===== config.mk =====
export PLATFORM = sky130hd
export DESIGN_NAME = multi_mode_crc_fcs_engine_flat
export DESIGN_NICKNAME = d
export VERILOG_FILES = /design/src/sv/mmcrc_pkg.sv /design/src/sv/mmcrc_in_if.sv /design/src/sv/mmcrc_out_if.sv /design/src/sv/mmcrc_cfg_if.sv /design/src/sv/mmcrc_front.sv /design/src/sv/mmcrc_emit.sv /design/src/sv/multi_mode_crc_fcs_engine.sv /design/src/flat_wrapper.sv
export SDC_FILE = /design/constraint.sdc
export NUM_CORES = 1
export LEC_CHECK = 0
export ABC_AREA = 0
export BUFFER_PORTS_ARGS = -buffer_cell sky130_fd_sc_hd__buf_4
export CAP_MARGIN = 15
export CORE_MARGIN = 2
export CORE_UTILIZATION = 32
export DETAILED_ROUTE_END_ITERATION = 12
export GPL_TIMING_DRIVEN = 0
export SLEW_MARGIN = 20
export SYNTH_ARGS = -nofsm -noshare
export SYNTH_HDL_FRONTEND = slang
export SYNTH_SLANG_ARGS = --single-unit
export TNS_END_PERCENT = 50

===== constraint.sdc =====
create_clock -name clk -period 4.3 [get_ports clk]
set_clock_uncertainty 0.2 [all_clocks]
set_input_delay 0.215 -clock clk [delete_from_list [all_inputs] [get_ports clk]]
set_output_delay 0.215 -clock clk [all_outputs]
set_load 0.02 [all_outputs]

===== src/sv/mmcrc_pkg.sv =====
`timescale 1ns / 1ps

package mmcrc_pkg;

  // Channel payload widths
  localparam int unsigned BYTE_W     = 8;
  localparam int unsigned CRC_W      = 32;
  localparam int unsigned CFG_IDX_W  = 8;
  localparam int unsigned CFG_DATA_W = 8;
  localparam int unsigned CNT_W      = 3;

  // Configuration register indexes
  localparam logic [CFG_IDX_W-1:0] REG_CRC_MODE     = 8'd0;
  localparam logic [CFG_IDX_W-1:0] REG_CHECK_FRAMES = 8'd1;

  // Polynomials and masks
  localparam logic [31:0] POLY_C24_MSB = 32'h00dd_d0da;
  localparam logic [31:0] POLY_C24_REF = 32'h00ad_85dd;
  localparam logic [31:0] POLY_C32_MSB = 32'h04c1_1db7;
  localparam logic [31:0] POLY_C32_REF = 32'hedb8_8320;
  localparam logic [31:0] MASK_24      = 32'h00ff_ffff;
  localparam logic [31:0] MASK_32      = 32'hffff_ffff;

  localparam logic [CNT_W-1:0] FCS_LEN_24 = 3'd3;
  localparam logic [CNT_W-1:0] FCS_LEN_32 = 3'd4;

  typedef enum logic [1:0] {
    MODE_C24_MSB = 2'd0,
    MODE_C24_REF = 2'd1,
    MODE_C32_MSB = 2'd2,
    MODE_C32_REF = 2'd3
  } crc_mode_t;

  typedef enum logic [1:0] {
    JOB_DATA     = 2'd0,
    JOB_GEN_TAIL = 2'd1,
    JOB_CHECK    = 2'd2
  } job_kind_t;

  typedef enum logic [1:0] {
    EM_STREAM = 2'd0,
    EM_FCS    = 2'd1,
    EM_CHECK  = 2'd2
  } emit_state_t;

  // Work handed from the front stage to the result stage
  typedef struct packed {
    job_kind_t         kind;
    crc_mode_t         mode;
    logic [BYTE_W-1:0] data;
    logic [CRC_W-1:0]  word;    // FCS or held bytes, first byte out in [31:24]
    logic [CRC_W-1:0]  crc;
    logic              enough;  // check: frame was at least FCS long
  } job_t;

  function automatic logic [CRC_W-1:0] init_value(crc_mode_t mode);
    return (mode == MODE_C24_MSB || mode == MODE_C24_REF) ? MASK_24 : MASK_32;
  endfunction

  function automatic logic [CNT_W-1:0] fcs_len(crc_mode_t mode);
    return (mode == MODE_C24_MSB || mode == MODE_C24_REF) ? FCS_LEN_24 : FCS_LEN_32;
  endfunction

  // One byte through the CRC, eight bit steps unrolled
  function automatic logic [CRC_W-1:0] crc_byte(crc_mode_t mode, logic [CRC_W-1:0] crc,
                                                 logic [BYTE_W-1:0] b);
    logic [CRC_W-1:0] c;
    c = crc;
    unique case (mode)
      MODE_C24_MSB: begin
        c = c ^ {8'h00, b, 16'h0000};
        for (int i = 0; i < 8; i++)
          c = c[23] ? (((c << 1) ^ POLY_C24_MSB) & MASK_24) : ((c << 1) & MASK_24);
      end
      MODE_C24_REF: begin
        c = c ^ {24'h0, b};
        for (int i = 0; i < 8; i++)
          c = c[0] ? ((c >> 1) ^ POLY_C24_REF) : (c >> 1);
        c = c & MASK_24;
      end
      MODE_C32_MSB: begin
        c = c ^ {b, 24'h0};
        for (int i = 0; i < 8; i++)
          c = c[31] ? ((c << 1) ^ POLY_C32_MSB) : (c << 1);
      end
      default: begin
        c = c ^ {24'h0, b};
        for (int i = 0; i < 8; i++)
          c = c[0] ? ((c >> 1) ^ POLY_C32_REF) : (c >> 1);
      end
    endcase
    return c;
  endfunction

endpackage


===== src/sv/mmcrc_in_if.sv =====
`timescale 1ns / 1ps

interface mmcrc_in_if;
  logic                          valid;
  logic                          ready;
  logic [mmcrc_pkg::BYTE_W-1:0]  data_byte;
  logic                          last_byte;

  modport source (output valid, output data_byte, output last_byte, input ready);
  modport sink   (input valid, input data_byte, input last_byte, output ready);
endinterface


===== src/sv/mmcrc_out_if.sv =====
`timescale 1ns / 1ps

interface mmcrc_out_if;
  logic                          valid;
  logic                          ready;
  logic [mmcrc_pkg::BYTE_W-1:0]  out_byte;
  logic                          out_last;
  logic                          check_done;
  logic                          check_ok;

  modport source (output valid, output out_byte, output out_last, output check_done,
                  output check_ok, input ready);
  modport sink   (input valid, input out_byte, input out_last, input check_done,
                  input check_ok, output ready);
endinterface


===== src/sv/mmcrc_cfg_if.sv =====
`timescale 1ns / 1ps

interface mmcrc_cfg_if;
  logic                              valid;
  logic                              ready;
  logic [mmcrc_pkg::CFG_IDX_W-1:0]   index;
  logic [mmcrc_pkg::CFG_DATA_W-1:0]  wdata;

  modport source (output valid, output index, output wdata, input ready);
  modport sink   (input valid, input index, input wdata, output ready);
endinterface


===== src/sv/mmcrc_front.sv =====
`timescale 1ns / 1ps

module mmcrc_front (
  input  logic              clk,
  input  logic              rst,
  mmcrc_in_if.sink          in_chan,
  mmcrc_cfg_if.sink         cfg_chan,
  output logic              job_valid,
  output mmcrc_pkg::job_t   job,
  input  logic              job_take
);

  mmcrc_pkg::crc_mode_t                 crc_mode;
  logic                                 check_frames;
  logic [mmcrc_pkg::CRC_W-1:0]          crc_reg;
  logic [mmcrc_pkg::BYTE_W-1:0]         held [4];
  logic [mmcrc_pkg::CNT_W-1:0]          held_count;

  logic                                 accept;
  logic                                 cfg_write;
  logic [mmcrc_pkg::CNT_W-1:0]          w;
  logic [mmcrc_pkg::CRC_W-1:0]          init;
  logic [mmcrc_pkg::CRC_W-1:0]          crc_gen;
  logic [mmcrc_pkg::CRC_W-1:0]          crc_chk;
  logic [mmcrc_pkg::CRC_W-1:0]          fcs;
  logic [mmcrc_pkg::CRC_W-1:0]          fcs_word;
  logic                                 full;
  logic [mmcrc_pkg::BYTE_W-1:0]         held_next [4];
  logic [mmcrc_pkg::CNT_W-1:0]          count_upd;
  logic [mmcrc_pkg::CRC_W-1:0]          crc_next;
  logic                                 produce;
  mmcrc_pkg::job_t                      job_next;
  mmcrc_pkg::crc_mode_t                 new_mode;

  assign accept    = in_chan.valid && in_chan.ready;
  assign cfg_write = cfg_chan.valid && cfg_chan.ready;
  assign in_chan.ready  = !job_valid || job_take;
  assign cfg_chan.ready = 1'b1;

  assign w    = mmcrc_pkg::fcs_len(crc_mode);
  assign init = mmcrc_pkg::init_value(crc_mode);
  assign new_mode = mmcrc_pkg::crc_mode_t'(cfg_chan.wdata[1:0]);

  // Generate path: CRC over the byte, then FCS laid out first byte on top
  always_comb begin
    crc_gen = mmcrc_pkg::crc_byte(crc_mode, crc_reg, in_chan.data_byte);
    fcs = (crc_mode == mmcrc_pkg::MODE_C32_MSB) ? crc_gen : (~crc_gen & init);
    case (crc_mode)
      mmcrc_pkg::MODE_C24_MSB: fcs_word = fcs << 8;
      mmcrc_pkg::MODE_C32_MSB: fcs_word = fcs;
      default:                 fcs_word = {fcs[7:0], fcs[15:8], fcs[23:16], fcs[31:24]};
    endcase
  end

  // Check path: once the hold line is full, the oldest byte enters the CRC
  always_comb begin
    full    = (held_count >= w);
    crc_chk = mmcrc_pkg::crc_byte(crc_mode, crc_reg, held[0]);
    for (int i = 0; i < 4; i++)
      held_next[i] = held[i];
    count_upd = held_count;
    if (full) begin
      held_next[0] = held[1];
      held_next[1] = held[2];
      if (w == mmcrc_pkg::FCS_LEN_32) begin
        held_next[2] = held[3];
        held_next[3] = in_chan.data_byte;
      end else begin
        held_next[2] = in_chan.data_byte;
      end
    end else begin
      held_next[held_count[1:0]] = in_chan.data_byte;
      count_upd = held_count + 3'd1;
    end
  end

  // Next CRC and the job for the result stage
  always_comb begin
    produce  = 1'b0;
    crc_next = crc_reg;
    job_next = job;
    if (!check_frames) begin
      produce       = 1'b1;
      crc_next      = in_chan.last_byte ? init : crc_gen;
      job_next.kind = in_chan.last_byte ? mmcrc_pkg::JOB_GEN_TAIL : mmcrc_pkg::JOB_DATA;
      job_next.data = in_chan.data_byte;
      job_next.word = fcs_word;
    end else begin
      produce         = in_chan.last_byte;
      crc_next        = in_chan.last_byte ? init : (full ? crc_chk : crc_reg);
      job_next.kind   = mmcrc_pkg::JOB_CHECK;
      job_next.data   = '0;
      job_next.crc    = full ? crc_chk : crc_reg;
      job_next.word   = {held_next[0], held_next[1], held_next[2], held_next[3]};
      job_next.enough = (count_upd >= w);
    end
    job_next.mode = crc_mode;
  end

  // Control state
  always_ff @(posedge clk) begin
    if (rst) begin
      crc_mode     <= mmcrc_pkg::MODE_C32_REF;
      check_frames <= 1'b0;
      crc_reg      <= mmcrc_pkg::init_value(mmcrc_pkg::MODE_C32_REF);
      held_count   <= '0;
      job_valid    <= 1'b0;
    end else begin
      if (cfg_write) begin
        unique case (cfg_chan.index)
          mmcrc_pkg::REG_CRC_MODE: begin
            crc_mode   <= new_mode;
            crc_reg    <= mmcrc_pkg::init_value(new_mode);
            held_count <= '0;
          end
          mmcrc_pkg::REG_CHECK_FRAMES: begin
            check_frames <= cfg_chan.wdata[0];
            crc_reg      <= init;
            held_count   <= '0;
          end
          default: ;
        endcase
      end else if (accept) begin
        crc_reg <= crc_next;
        if (check_frames && !in_chan.last_byte)
          held_count <= count_upd;
        else
          held_count <= '0;
      end
      if (accept && produce)
        job_valid <= 1'b1;
      else if (job_take)
        job_valid <= 1'b0;
    end
  end

  // Payload registers
  always_ff @(posedge clk) begin
    if (accept && check_frames) begin
      for (int i = 0; i < 4; i++)
        held[i] <= held_next[i];
    end
    if (accept && produce)
      job <= job_next;
  end

  a_hold_bound: assert property (@(posedge clk) disable iff (rst)
    held_count <= w)
    else $error("hold line count beyond FCS length");

  a_frame_restart: assert property (@(posedge clk) disable iff (rst)
    accept && in_chan.last_byte && !cfg_write |=> crc_reg == init && held_count == '0)
    else $error("CRC not restarted after last byte");

endmodule


===== src/sv/mmcrc_emit.sv =====
`timescale 1ns / 1ps

module mmcrc_emit (
  input  logic              clk,
  input  logic              rst,
  input  logic              job_valid,
  input  mmcrc_pkg::job_t   job,
  output logic              job_take,
  mmcrc_out_if.source       out_chan
);

  mmcrc_pkg::emit_state_t          state;
  mmcrc_pkg::emit_state_t          state_next;
  logic                            o_valid;
  logic [mmcrc_pkg::BYTE_W-1:0]    o_byte;
  logic                            o_last;
  logic                            o_done;
  logic                            o_ok;
  logic [mmcrc_pkg::CNT_W-1:0]     cnt;
  logic [mmcrc_pkg::CRC_W-1:0]     word;
  logic [mmcrc_pkg::CRC_W-1:0]     crc;
  mmcrc_pkg::crc_mode_t            mode;
  logic                            comp;

  logic                            o_valid_next;
  logic [mmcrc_pkg::BYTE_W-1:0]    o_byte_next;
  logic                            o_last_next;
  logic                            o_done_next;
  logic                            o_ok_next;
  logic [mmcrc_pkg::CNT_W-1:0]     cnt_next;
  logic [mmcrc_pkg::CRC_W-1:0]     word_next;
  logic [mmcrc_pkg::CRC_W-1:0]     crc_next;
  mmcrc_pkg::crc_mode_t            mode_next;
  logic                            comp_next;

  logic                            out_free;
  logic [mmcrc_pkg::BYTE_W-1:0]    chk_byte;
  logic [mmcrc_pkg::CRC_W-1:0]     chk_crc;

  assign out_free = !o_valid || out_chan.ready;
  assign job_take = job_valid && (state == mmcrc_pkg::EM_STREAM) && out_free;
  assign chk_byte = word[31:24] ^ {mmcrc_pkg::BYTE_W{comp}};
  assign chk_crc  = mmcrc_pkg::crc_byte(mode, crc, chk_byte);

  assign out_chan.valid      = o_valid;
  assign out_chan.out_byte   = o_byte;
  assign out_chan.out_last   = o_last;
  assign out_chan.check_done = o_done;
  assign out_chan.check_ok   = o_ok;

  // Next state
  always_comb begin
    state_next = state;
    unique case (state)
      mmcrc_pkg::EM_STREAM: begin
        if (job_take && job.kind == mmcrc_pkg::JOB_GEN_TAIL)
          state_next = mmcrc_pkg::EM_FCS;
        else if (job_take && job.kind == mmcrc_pkg::JOB_CHECK && job.enough)
          state_next = mmcrc_pkg::EM_CHECK;
      end
      mmcrc_pkg::EM_FCS, mmcrc_pkg::EM_CHECK: begin
        if (out_free && cnt == 3'd1)
          state_next = mmcrc_pkg::EM_STREAM;
      end
      default: state_next = mmcrc_pkg::EM_STREAM;
    endcase
  end

  // Result register and sequencer datapath
  always_comb begin
    o_valid_next = o_valid && !out_chan.ready;
    o_byte_next  = o_byte;
    o_last_next  = o_last;
    o_done_next  = o_done;
    o_ok_next    = o_ok;
    cnt_next     = cnt;
    word_next    = word;
    crc_next     = crc;
    mode_next    = mode;
    comp_next    = comp;
    unique case (state)
      mmcrc_pkg::EM_STREAM: begin
        if (job_take) begin
          case (job.kind)
            mmcrc_pkg::JOB_CHECK: begin
              if (job.enough) begin
                cnt_next  = mmcrc_pkg::fcs_len(job.mode);
                word_next = job.word;
                crc_next  = job.crc;
                mode_next = job.mode;
                comp_next = (job.mode != mmcrc_pkg::MODE_C32_MSB);
              end else begin
                // frame shorter than its FCS fails outright
                o_valid_next = 1'b1;
                o_byte_next  = '0;
                o_last_next  = 1'b1;
                o_done_next  = 1'b1;
                o_ok_next    = 1'b0;
              end
            end
            default: begin
              o_valid_next = 1'b1;
              o_byte_next  = job.data;
              o_last_next  = 1'b0;
              o_done_next  = 1'b0;
              o_ok_next    = 1'b0;
              if (job.kind == mmcrc_pkg::JOB_GEN_TAIL) begin
                cnt_next  = mmcrc_pkg::fcs_len(job.mode);
                word_next = job.word;
              end
            end
          endcase
        end
      end
      mmcrc_pkg::EM_FCS: begin
        if (out_free) begin
          o_valid_next = 1'b1;
          o_byte_next  = word[31:24];
          o_last_next  = (cnt == 3'd1);
          o_done_next  = 1'b0;
          o_ok_next    = 1'b0;
          word_next    = word << 8;
          cnt_next     = cnt - 3'd1;
        end
      end
      mmcrc_pkg::EM_CHECK: begin
        if (cnt != 3'd1) begin
          crc_next  = chk_crc;
          word_next = word << 8;
          cnt_next  = cnt - 3'd1;
        end else if (out_free) begin
          o_valid_next = 1'b1;
          o_byte_next  = '0;
          o_last_next  = 1'b1;
          o_done_next  = 1'b1;
          o_ok_next    = (chk_crc == '0);
          cnt_next     = '0;
        end
      end
      default: ;
    endcase
  end

  always_ff @(posedge clk) begin
    if (rst) begin
      state   <= mmcrc_pkg::EM_STREAM;
      o_valid <= 1'b0;
      cnt     <= '0;
    end else begin
      state   <= state_next;
      o_valid <= o_valid_next;
      cnt     <= cnt_next;
    end
  end

  always_ff @(posedge clk) begin
    o_byte <= o_byte_next;
    o_last <= o_last_next;
    o_done <= o_done_next;
    o_ok   <= o_ok_next;
    word   <= word_next;
    crc    <= crc_next;
    mode   <= mode_next;
    comp   <= comp_next;
  end

  a_seq_count: assert property (@(posedge clk) disable iff (rst)
    state != mmcrc_pkg::EM_STREAM |-> cnt != '0)
    else $error("sequencer active with no bytes left");

  a_verdict_last: assert property (@(posedge clk) disable iff (rst)
    o_valid && o_done |-> o_last && o_byte == '0)
    else $error("verdict result not marked last");

  a_tail_start: assert property (@(posedge clk) disable iff (rst)
    job_take && job.kind == mmcrc_pkg::JOB_GEN_TAIL |=> state == mmcrc_pkg::EM_FCS)
    else $error("FCS append did not start");

endmodule


===== src/sv/multi_mode_crc_fcs_engine.sv =====
`timescale 1ns / 1ps

// Channel   Dir  Payload                                     Accepted when
// in_chan   in   data_byte[7:0], last_byte                   valid && ready
// out_chan  out  out_byte[7:0], out_last, check_done, check_ok valid && ready
// cfg_chan  in   index[7:0] (0 crc_mode, 1 check_frames), wdata[7:0] valid (ready tied high)
//
// A data byte passes two registers: the 8-bit CRC update runs between the input
// handshake and the job register, and the job then loads the result register.
// Sustained rate is one byte per cycle while the output is not stalled; at each frame
// end the FCS sequencer holds the input (generate: one appended byte per cycle;
// check: one held byte through the CRC per cycle, verdict with the last).
// rst is synchronous: mode crc32 reflected, generate, CRC all ones, no hold.
// Output stalls back up through the job register into in_chan.ready.

module multi_mode_crc_fcs_engine (
  input  logic          clk,
  input  logic          rst,
  mmcrc_in_if.sink      in_chan,
  mmcrc_out_if.source   out_chan,
  mmcrc_cfg_if.sink     cfg_chan
);

  logic             job_valid;
  logic             job_take;
  mmcrc_pkg::job_t  job;

  mmcrc_front u_front (
    .clk       (clk),
    .rst       (rst),
    .in_chan   (in_chan),
    .cfg_chan  (cfg_chan),
    .job_valid (job_valid),
    .job       (job),
    .job_take  (job_take)
  );

  mmcrc_emit u_emit (
    .clk       (clk),
    .rst       (rst),
    .job_valid (job_valid),
    .job       (job),
    .job_take  (job_take),
    .out_chan  (out_chan)
  );

endmodule

===== src/flat_wrapper.sv =====
// flat-port wrapper written by rule: the top's interface ports become plain ports
module multi_mode_crc_fcs_engine_flat 
  (clk, rst, in_chan_valid, in_chan_data_byte, in_chan_last_byte, in_chan_ready, out_chan_valid, out_chan_out_byte, out_chan_out_last, out_chan_check_done, out_chan_check_ok, out_chan_ready, cfg_chan_valid, cfg_chan_index, cfg_chan_wdata, cfg_chan_ready);
  mmcrc_in_if in_chan_i ();
  mmcrc_out_if out_chan_i ();
  mmcrc_cfg_if cfg_chan_i ();
  input  logic clk;
  input  logic rst;
  input wire logic [$bits(in_chan_i.valid)-1:0] in_chan_valid;
  input wire logic [$bits(in_chan_i.data_byte)-1:0] in_chan_data_byte;
  input wire logic [$bits(in_chan_i.last_byte)-1:0] in_chan_last_byte;
  output wire logic [$bits(in_chan_i.ready)-1:0] in_chan_ready;
  output wire logic [$bits(out_chan_i.valid)-1:0] out_chan_valid;
  output wire logic [$bits(out_chan_i.out_byte)-1:0] out_chan_out_byte;
  output wire logic [$bits(out_chan_i.out_last)-1:0] out_chan_out_last;
  output wire logic [$bits(out_chan_i.check_done)-1:0] out_chan_check_done;
  output wire logic [$bits(out_chan_i.check_ok)-1:0] out_chan_check_ok;
  input wire logic [$bits(out_chan_i.ready)-1:0] out_chan_ready;
  input wire logic [$bits(cfg_chan_i.valid)-1:0] cfg_chan_valid;
  input wire logic [$bits(cfg_chan_i.index)-1:0] cfg_chan_index;
  input wire logic [$bits(cfg_chan_i.wdata)-1:0] cfg_chan_wdata;
  output wire logic [$bits(cfg_chan_i.ready)-1:0] cfg_chan_ready;
  assign in_chan_i.valid = in_chan_valid;
  assign in_chan_i.data_byte = in_chan_data_byte;
  assign in_chan_i.last_byte = in_chan_last_byte;
  assign in_chan_ready = in_chan_i.ready;
  assign out_chan_valid = out_chan_i.valid;
  assign out_chan_out_byte = out_chan_i.out_byte;
  assign out_chan_out_last = out_chan_i.out_last;
  assign out_chan_check_done = out_chan_i.check_done;
  assign out_chan_check_ok = out_chan_i.check_ok;
  assign out_chan_i.ready = out_chan_ready;
  assign cfg_chan_i.valid = cfg_chan_valid;
  assign cfg_chan_i.index = cfg_chan_index;
  assign cfg_chan_i.wdata = cfg_chan_wdata;
  assign cfg_chan_ready = cfg_chan_i.ready;
  multi_mode_crc_fcs_engine u_core (.clk(clk), .rst(rst), .in_chan(in_chan_i), .out_chan(out_chan_i), .cfg_chan(cfg_chan_i));
endmodule

# == Word-level counts from Yosys, hierarchy flattened ==
# Memory sizes are Yosys's and may differ from the RTL's.
# Index checks and enable logic that the tools add are counted.
# Widths: inputs -> output; s select.
# totals
ff_bits,200
mem_bits_rw,32
in_bits,30
output_inout_bits,14
wordCells,395
memories,1
# classes
addsub,2
magnitude_cmp,4
n_eq_ne,30
n_mux,182
bitwise,109
reduce_logical,45
# memory_table
memory,depth,word_bits,read_ports,rd_ports_with_merged_regs,write_ports,line_no,source
u_core.u_front.held,4,8,4,0,4,mmcrc_front.sv:16,logic [mmcrc_pkg::BYTE_W-1:0] held [4];
# ops
operator,count
$mux 32,45
$mux 24,48
$not 14->14,72
$mux 27,24
$pmux 32 s3,4
$not 13->14,24
$pmux 32 s2,3
$xor 32x32->32,3
$xor 32x8->32,3
$mux 8,9
$xor 24x24->24,3
$mux 3,14
$and 32x32->32,1
$bwmux 32,1
$logic_not 32->1,1
$not 32->32,1
$pmux 8 s3,1
$mux 1,23
$reduce_and 6->1,3
$demux 8 s2,1
$ne 2x2->1 const B,8
$eq 2x1->1 const B,6
$logic_and 1x1->1,12
$ne 3x1->1 const B,4
28 further kinds,58

# == Longest topological paths before layout ==
# Gate-level depths: netlist of the first run.
# An unclocked memory read counts as a cell.
# logic_depth
ltp_word,24
ltp_mapped,16
mapped_depth_nobuf,13

# == Cells and area by module ==
# Synthesis of the first run repeated with hierarchy kept, for this count alone.
# hier_totals
hier_cells,2210
area_unflattened_um2,22713.0
# modules_own_cells
module,n_inst,cells_each,area_each_um2,seq_area_each_um2
mmcrc_front,1,1534,15234.6,4053.9
mmcrc_emit,1,676,7478.4,2462.4

# == Worst setup path before layout of the first run ==
# Ideal clock, no wire load.
# synth_path
path_type,register to register
start,register u_core.u_front.crc_mode[1]
end,"register, netlist name u_core.u_front.job[0]"
setup_ns,0.254
arrival_time_ns,4.067
t_required_ns,3.846
setup_slack_ns,-0.221
path_stages_with_launch,17
path_buffers,6
synth_period_minus_slack_ns,4.521
path_cell_list,dfxtp_1 -> inv_1 -> clkbuf_1 -> clkbuf_1 -> buf_1 -> buf_1 -> ha_1 -> nand2b_1 -> a21o_1 -> a21oi_1 -> clkbuf_1 -> buf_4 -> xnor2_1 -> ha_1 -> nand2b_1 -> a21o_1 -> a21o_1
# synth_between
elab_chain_cells,6
word_cells_on_any_way,7
classes_between,order compare: 2; eq/ne: 1; mux: 2; reduce/logical: 2
# synth_rtl
item,line_no,source
from (decl),mmcrc_front.sv:13,mmcrc_pkg::crc_mode_t crc_mode;
from (signal assigned),mmcrc_front.sv:103,crc_mode <= mmcrc_pkg::MODE_C32_REF;
from (signal assigned),mmcrc_front.sv:112,crc_mode <= new_mode;
$eq 2x1->1 or $logic_not 2->1 (tied branches),mmcrc_pkg.sv:61,return (mode == MODE_C24_MSB || mode == MODE_C24_REF) ? FCS_LEN_24 : FCS_LEN_32;
$logic_or 1x1->1 (*),mmcrc_pkg.sv:61,
$mux 3 (*),mmcrc_pkg.sv:61,
$ge 3x3->1,mmcrc_front.sv:57,full = (held_count >= w);
$mux 3,mmcrc_front.sv:62,if (full) begin
$ge 3x3->1 (*),mmcrc_front.sv:95,job_next.enough = (count_upd >= w);
# Every way passes the cells marked *; elsewhere a longest branch is shown, timed or not.
# A chain may end at the register's enable or synchronous reset.

# == Final worst setup path of the first run ==
# layout_path
start,register u_core.u_emit.word[28] (netlist name)
end,register u_core.u_emit.o_ok (netlist: u_core.u_emit.out_chan.check_ok) (data pin)
# layout_between
elab_chain_cells,20
word_cells_on_any_way,57
classes_between,mux: 33; bitwise: 23; reduce/logical: 1
# layout_rtl
item,line_no,source
from (decl),mmcrc_emit.sv:20,logic [mmcrc_pkg::CRC_W-1:0] word;
from (signal assigned),mmcrc_emit.sv:161,word <= word_next;
$xor 8x8->8 (*),mmcrc_emit.sv:42,assign chk_byte = word[31:24] ^ {mmcrc_pkg::BYTE_W{comp}};
$xor 32x8->32 or $xor 24x24->24 (tied branches),"mmcrc_pkg.sv:76, mmcrc_pkg.sv:87, mmcrc_pkg.sv:71",
$not 14->14 (no line) or $mux 24 (tied branches),-,
$mux 24 or $not 14->14 (tied branches),-,
$not 14->14 (no line) or $mux 24 (tied branches),-,
$mux 24 or $not 14->14 (tied branches),-,
$mux 24 (on tied branches),"mmcrc_pkg.sv:78, mmcrc_pkg.sv:73",
$not 14->14 (no line) or $mux 24 (tied branches),-,
[3 not listed],-,
$mux 24 (tied with other cells) (2 in series),mmcrc_pkg.sv:78,c = c[0] ? ((c >> 1) ^ POLY_C24_REF) : (c >> 1);
$not 14->14 (no line) or $mux 24 (tied branches),-,
$mux 24 (on tied branches),"mmcrc_pkg.sv:78, mmcrc_pkg.sv:73",
$pmux 32 s3 (*),mmcrc_pkg.sv:69,unique case (mode)
$logic_not 32->1 (*),mmcrc_emit.sv:136,o_ok_next = (chk_crc == '0);
$mux 1 (*),mmcrc_emit.sv:131,end else if (out_free) begin
$mux 1 (*),mmcrc_emit.sv:127,if (cnt != 3'd1) begin
$pmux 1 s3 (*),mmcrc_emit.sv:81,unique case (state)
to (signal assigned),mmcrc_emit.sv:160,o_ok <= o_ok_next;
to (decl),mmcrc_emit.sv:18,logic o_ok;
# Every way passes the cells marked *; elsewhere a longest branch is shown, timed or not. The select of a mux whose other input is x is not followed.

==> run_results.csv, run 1 <==
group,metric,value,unit
job,drv_cap,0,
placed_design,hpwlAfterDp,67020,um
synth,postSynthCellCount,2144,
power,p_per_area,705.9,nW/um^2
cells_and_area,stdcell_area,24340,um^2
floorplan,pin_count,44,
placed_design,io_buffers,26,
cells_and_area,final-seq-area,6520,um^2
detailed_routing,postRouteAntennaNets,0,
clock_network,clockBufferDepth,3,
cells_and_area,multi_input_area,14510,um^2
synth,ys_async_sr_fraction,0,%
clock_network,root_buffer,"clkbuf_16",
global_routing,grt_pass1_vias,16980,
worst_setup_path,slowest_stage,"xnor2_2",
clock_network,cts_max_level,1,
cells_and_area,layout_commonest_cell,"xnor2_1",
floorplan,fp.dieW,261.4,um
hold_path,min_path_cells,4,
worst_setup_path,end_kind,"register",
synth,ys_warn_count,0,
synth,synth-edff-count,187,
worst_setup_path,crit_chain,"buf_2 -> xnor2_2 -> xnor3_1 -> xnor2_1 -> o211ai_1 -> o211ai_1 -> nor4_1 -> nand2_1 -> or4_1 -> nor4_4",
cells_and_area,drive_above_1_share,15.50,%
detailed_routing,wl,86640,um
global_routing,grtUsageTotal,24.84,%
cells_and_area,final_cells,3110,
sta,holdWs,0.03641,ns
placed_design,placed_cell_area,22720,um^2
detailed_routing,wl_met1,34710,um
outcome,status,"finished, violations left",
cells_and_area,top_register,"u_core.u_front.job",
detailed_routing,dr_wl_met2,38750,um
sta,worst_pin_slew,1.238,ns
detailed_routing,post_drt_via_cell_ratio,5.638,
synth,synth.avg_cell_area,9.886,um^2
power,p_leak,8.872,nW
worst_setup_path,critical_path_arrival,4.40,ns
sta,hold_viol_final,0,
worst_setup_path,slowest_delay,0.62,ns
global_routing,grt_pass1_wl,122500,um
global_routing,grt_max_degree,34,
worst_setup_path,cp_common_cell,"o211ai_1",
clock_network,cts_buffers,25,
floorplan,coreArea,65630,um^2
global_routing,overflow,0,
sta,min_period,4.326,ns
placed_design,place_congestion,0.9966,
detailed_routing,initialDrtViolationCount,2276,
global_routing,antenna_found_initial,3,
cells_and_area,fillers,6599,
cells_and_area,layout_common_cells,"xnor2_1 (443), edfxtp_1 (187), nand2_1 (174)",
cells_and_area,largest_register_ffs,77,
synth,yosysSeqAreaShare,30.74,%
detailed_routing,drc,0,
sta,max_freq,231.2,MHz
worst_setup_path,worstSetupStartpointType,"register",
power,peakVddDrop,430.4,uV
floorplan,rows,94,
detailed_routing,wl_per_cell,27.86,um
detailed_routing,wl_met3,7456,um
sta,setup_ws,-0.02556,ns
floorplan,dieArea,68310,um^2
synth,synth_nets,2214,
synth,dominantRegCellSynth,"edfxtp_1",
detailed_routing,num_vias,17530,
sta,fin_crit_sh,100.6,%
clock_network,clkSinkCount,232,
detailed_routing,dr.pass1.iters,6,
outcome,violations,"setup timing",
floorplan,start_util,32.30,%
sta,slew-limit-headroom,17.44,%
sta,setup_viol,2,
floorplan,die_h,261.4,um
synth,ys_ff_latch,232,
hold_path,hold_path_class,"input pin to register",
worst_setup_path,setup.worst_path.class,"register to register",
synth,mappedNetlistArea,21200,um^2
synth,synthDistinctLibCells,78,
detailed_routing,topRoutingLayerUsed,"met5",
cells_and_area,syn2layout_area_growth,14.83,%
clock_network,cts_tree,"yes",
clock_network,path_clk_slew,0.06,ns
cells_and_area,layout.nets,2298,
sta,slew_viol_final,0,
cells_and_area,final_util,37.09,%
worst_setup_path,path_max_fanout,7,
placed_design,dp.cells,3045,
worst_setup_path,crit_required,4.38,ns
clock_network,insertion_delay,0.51,ns
worst_setup_path,rr_worst_depth,10,
[metal layers]
layer / GRT usage [%] / vias to the layer above
met4: 13.16 / 4
met5: 0 / -
met3: 3.184 / 283
met1: 32.83 / 8503
met2: 39.65 / 1098
li1: - / 7646
[metrics by stage]
step | setup slack (ns) | power, mW | TNS (ns)
floorplan | 0.001818 | 11.32 | 0
CTS | -0.01841 | 16.72 | -0.01841
global route | -0.009918 | 17.93 | -0.009918
finish | -0.02556 | 17.18 | -0.03130
detailed placement | -2.115 | 14.40 | -184.83
global placement | -2.168 | 14.33 | -339.85
[worst max-delay path, delay by kind of cell, from the launching register on]
| family | cells | cell delay (ns) |
|---|---|---|
| buf+inv | 1 | 0.25 |
| flops | 1 | 0.35 |
| compound gates | 2 | 0.52 |
| simple gates | 4 | 1.31 |
| xor+xnor | 3 | 1.43 |
[cell families (layout without fill, tap and decap cells)]
group | after synthesis | in the layout | share of synthesized area, %
compound gates | 415 | 415 | 12.60
xor+xnor | 733 | 733 | 35.67
fa+ha+maj | 40 | 40 | 2.361
buf+inv | 182 | 283 | 3.837
flops | 232 | 232 | 30.74
mux | 101 | 101 | 5.832
other cells | 1 | 2 | 0.01769
simple gates | 440 | 440 | 8.943
[timing repair]
item,CTS,global route
setup buffers,3,12
resized for setup,62,48
pin swaps,2,4
endpoints found under the setup margin,133,21
hold buffers,10,0
endpoints found under the hold margin,5,0
[worst paths after layout]
check,start,end,slack [ns]
min reg2reg,u_core.u_front.job[73],u_core.u_emit.mode[0],0.26
max,u_core.u_emit.word[28],u_core.u_emit.out_chan.check_ok,-0.03
min,cfg_chan_valid,u_core.u_front.crc_reg[11],0.04
max reg2reg,u_core.u_emit.word[28],u_core.u_emit.out_chan.check_ok,-0.03
[layout make-up]
cell class                 instances  share of cell area, %
antenna                            1                0.01028
clock inverter                    11                 0.4627
buffer                           156                  3.136
sequential                       232                  26.79
tap                              864                  4.441
timing repair buffer              62                  2.401
multi-input combinational       1730                  59.61
inverter                          21                 0.3393
clock buffer                      33                  2.817
[cells in the mapped netlist (all sizes together) (19+ instances only)]
| cell | count | share of area (%) |
|---|---|---|
| a21oi | 104 | 2.5 |
| buf | 82 | 2.1 |
| clkbuf | 79 | 1.4 |
| dfxtp | 45 | 4.3 |
| edfxtp | 187 | 26 |
| ha | 40 | 2.4 |
| inv | 19 | 0.34 |
| mux2 | 50 | 2.7 |
| mux2i | 38 | 1.8 |
| nand2 | 174 | 3.1 |
| nor2 | 163 | 2.9 |
| nor2b | 24 | 0.71 |
| o21a | 19 | 0.67 |
| o21ai | 106 | 2.5 |
| o22ai | 39 | 1.2 |
| xnor2 | 511 | 23 |
| xnor3 | 44 | 4.7 |
| xor2 | 168 | 7.3 |
[where the power goes]
| group | internal, mW | leakage, nW | total, mW | switching [mW] |
|---|---|---|---|---|
| logic | 5.12 | 6.41 | 12.0 | 6.84 |
| clock network | 1.24 | 0.381 | 2.10 | 0.861 |
| registers | 2.96 | 2.08 | 3.12 | 0.155 |
| total | 9.32 | 8.87 | 17.2 | 7.86 |
(Power assumes the default switching activity.)
==> run 2: changes to the inputs <==
SKIP_LAST_GASP = 1   (was not set)
clock period = 3.65 ns   (was 4.3 ns; I/O delays follow)
==> run_results.csv, run 2 (synthesized netlist as in run 1, its figures left out) <==
group,metric,value,unit
clock_network,root_buffer,"clkbuf_16",
hold_path,hold-path-endpoint,"u_core.u_front.job[72]",
placed_design,place_congestion,1.047,
cells_and_area,layout.nets,2416,
global_routing,grtUsageTotal,25.16,%
power,p_clk_share,11.8,%
power,p_leak,9.936,nW
sta,rsz0062_at_grt,"yes",
detailed_routing,wl,88150,um
detailed_routing,num_vias,18290,
outcome,status,"finished, violations left",
worst_setup_path,slowest_stage,"xnor2_2",
sta,slew_viol_final,0,
clock_network,path_clk_slew,0.07,ns
sta,worst_pin_slew,1.175,ns
floorplan,rows,94,
power,p_int,12.28,mW
power,netSwitchingPower,10.04,mW
cells_and_area,final_cells,3230,
placed_design,placed_cell_area,22710,um^2
cells_and_area,top_register,"u_core.u_front.job",
power,p_per_area,837.0,nW/um^2
global_routing,grt_pass1_vias,17870,
worst_setup_path,critical_path_arrival,4.02,ns
worst_setup_path,crit_required,3.91,ns
worst_setup_path,slowest_delay,0.61,ns
power,total_power,22.31,mW
floorplan,coreArea,65630,um^2
worst_setup_path,rr_worst_depth,9,
global_routing,antenna_found_initial,7,
placed_design,post-place-ws,-2.086,ns
floorplan,pin_count,44,
sta,hold_viol_final,0,
power,switching_share,44.99,%
placed_design,dp.cells,3042,
clock_network,cts_buffers,25,
detailed_routing,drc,0,
clock_network,cts_max_level,1,
cells_and_area,drive_above_1_share,24.07,%
cells_and_area,layout_common_cells,"xnor2_1 (412), edfxtp_1 (187), buf_4 (179)",
worst_setup_path,r2r_end,"u_core.u_front.crc_reg[5]",
detailed_routing,post_drt_via_cell_ratio,5.662,
hold_path,hp-start,"in_chan_data_byte[7]",
sta,slew-limit-headroom,21.70,%
sta,fin_crit_sh,102.8,%
cells_and_area,layout_commonest_cell,"xnor2_1",
placed_design,hpwlAfterDp,65690,um
clock_network,clockBufferDepth,3,
sta,min_period,3.753,ns
worst_setup_path,worstSetupStartpointType,"register",
outcome,violations,"setup timing",
power,peakVddDrop,499.1,uV
worst_setup_path,r2r_start,"u_core.u_front.held[0][1]",
power,seqPwrFrac,16.6,%
detailed_routing,wl_per_cell,27.29,um
cells_and_area,syn2layout_area_growth,25.78,%
floorplan,fp.dieW,261.4,um
worst_setup_path,path_max_fanout,5,
sta,setup_ws,-0.1028,ns
floorplan,start_util,32.30,%
global_routing,grt_pass1_wl,124900,um
hold_path,hold_path_class,"input pin to register",
floorplan,die_h,261.4,um
worst_setup_path,r2r_setup_slack,-0.10,ns
floorplan,dieArea,68310,um^2
sta,setup_viol,7,
job,drv_cap,0,
power,p_comb_share,71.7,%
worst_setup_path,setup.worst_path.class,"register to register",
global_routing,overflow,0,
placed_design,io_buffers,26,
hold_path,min_path_cells,2,
detailed_routing,postRouteAntennaNets,0,
worst_setup_path,crit_start,"u_core.u_front.held[0][1]",
cells_and_area,stdcell_area,26660,um^2
sta,tns,-0.3182,ns
worst_setup_path,end_kind,"register",
sta,holdWs,0.03564,ns
detailed_routing,initialDrtViolationCount,2216,
sta,max_freq,266.5,MHz
cells_and_area,fillers,6364,
cells_and_area,largest_register_ffs,77,
clock_network,clkSinkCount,232,
detailed_routing,dr.pass1.iters,8,
clock_network,cts_tree,"yes",
clock_network,insertion_delay,0.53,ns
worst_setup_path,crit_chain,"buf_2 -> xnor2_2 -> xnor2_2 -> xnor2_1 -> xor2_1 -> mux4_2 -> a21oi_1 -> mux2i_1 -> a21oi_1",
global_routing,grt_max_degree,34,
cells_and_area,final_util,40.62,%
run 2: repair_timing:
item	in CTS	in global routing
buffers inserted	80	57
gates resized for setup	251	82
pin swaps	53	44
hold buffers	11	0
setup endpoints to repair	138	98
hold endpoints to repair	11	0
run 2: final cells by class:
cell class | count | area, um^2 | area share, %
antenna | 2 | 5.005 | 0.01877
buffer | 154 | 973.4 | 3.651
clock buffer | 34 | 709.4 | 2.661
clock inverter | 11 | 141.4 | 0.5303
inverter | 21 | 78.83 | 0.2957
multi-input combinational | 1730 | 15620 | 58.57
sequential | 232 | 6526 | 24.48
tap | 864 | 1081 | 4.055
timing repair buffer | 182 | 1530 | 5.740
run 2: critical path: cells and delay by family (launching register included):
family,cells,cell delay (ns)
AO/OA/AOI/OAI,2,0.53
XOR/XNOR,4,1.67
buffers and inverters,1,0.24
flip-flops,1,0.35
multiplexers,2,0.70
run 2: per-layer routing:
metal | track usage [%] | wire [um]
met5 | 0 | 27
met4 | 16.67 | 7018
met3 | 4.065 | 7994
met2 | 39.07 | 38510
met1 | 32.37 | 34600
run 2: worst max path at each step:
stage | to | slack, ns
floorplan | u_core.u_front.job[0] | -0.36
global placement | u_core.u_front.job[0] | -2.08
detailed placement | u_core.u_front.job[0] | -2.09
CTS | u_core.u_emit.out_chan.check_ok | -0.11
global route | u_core.u_emit.out_chan.check_ok | -0.14
finish | u_core.u_front.crc_reg[5] | -0.10
run 2: power groups by stage:
stage | Combinational [mW] | Sequential (mW) | Clock, mW
after CTS | 15.1 | 3.68 | 2.64
after global routing | 16.7 | 3.73 | 2.73
after detailed placement | 13.3 | 3.71 | 0
final | 16.0 | 3.70 | 2.62
after global placement | 13.2 | 3.71 | 0
after floorplan | 9.62 | 3.72 | 0
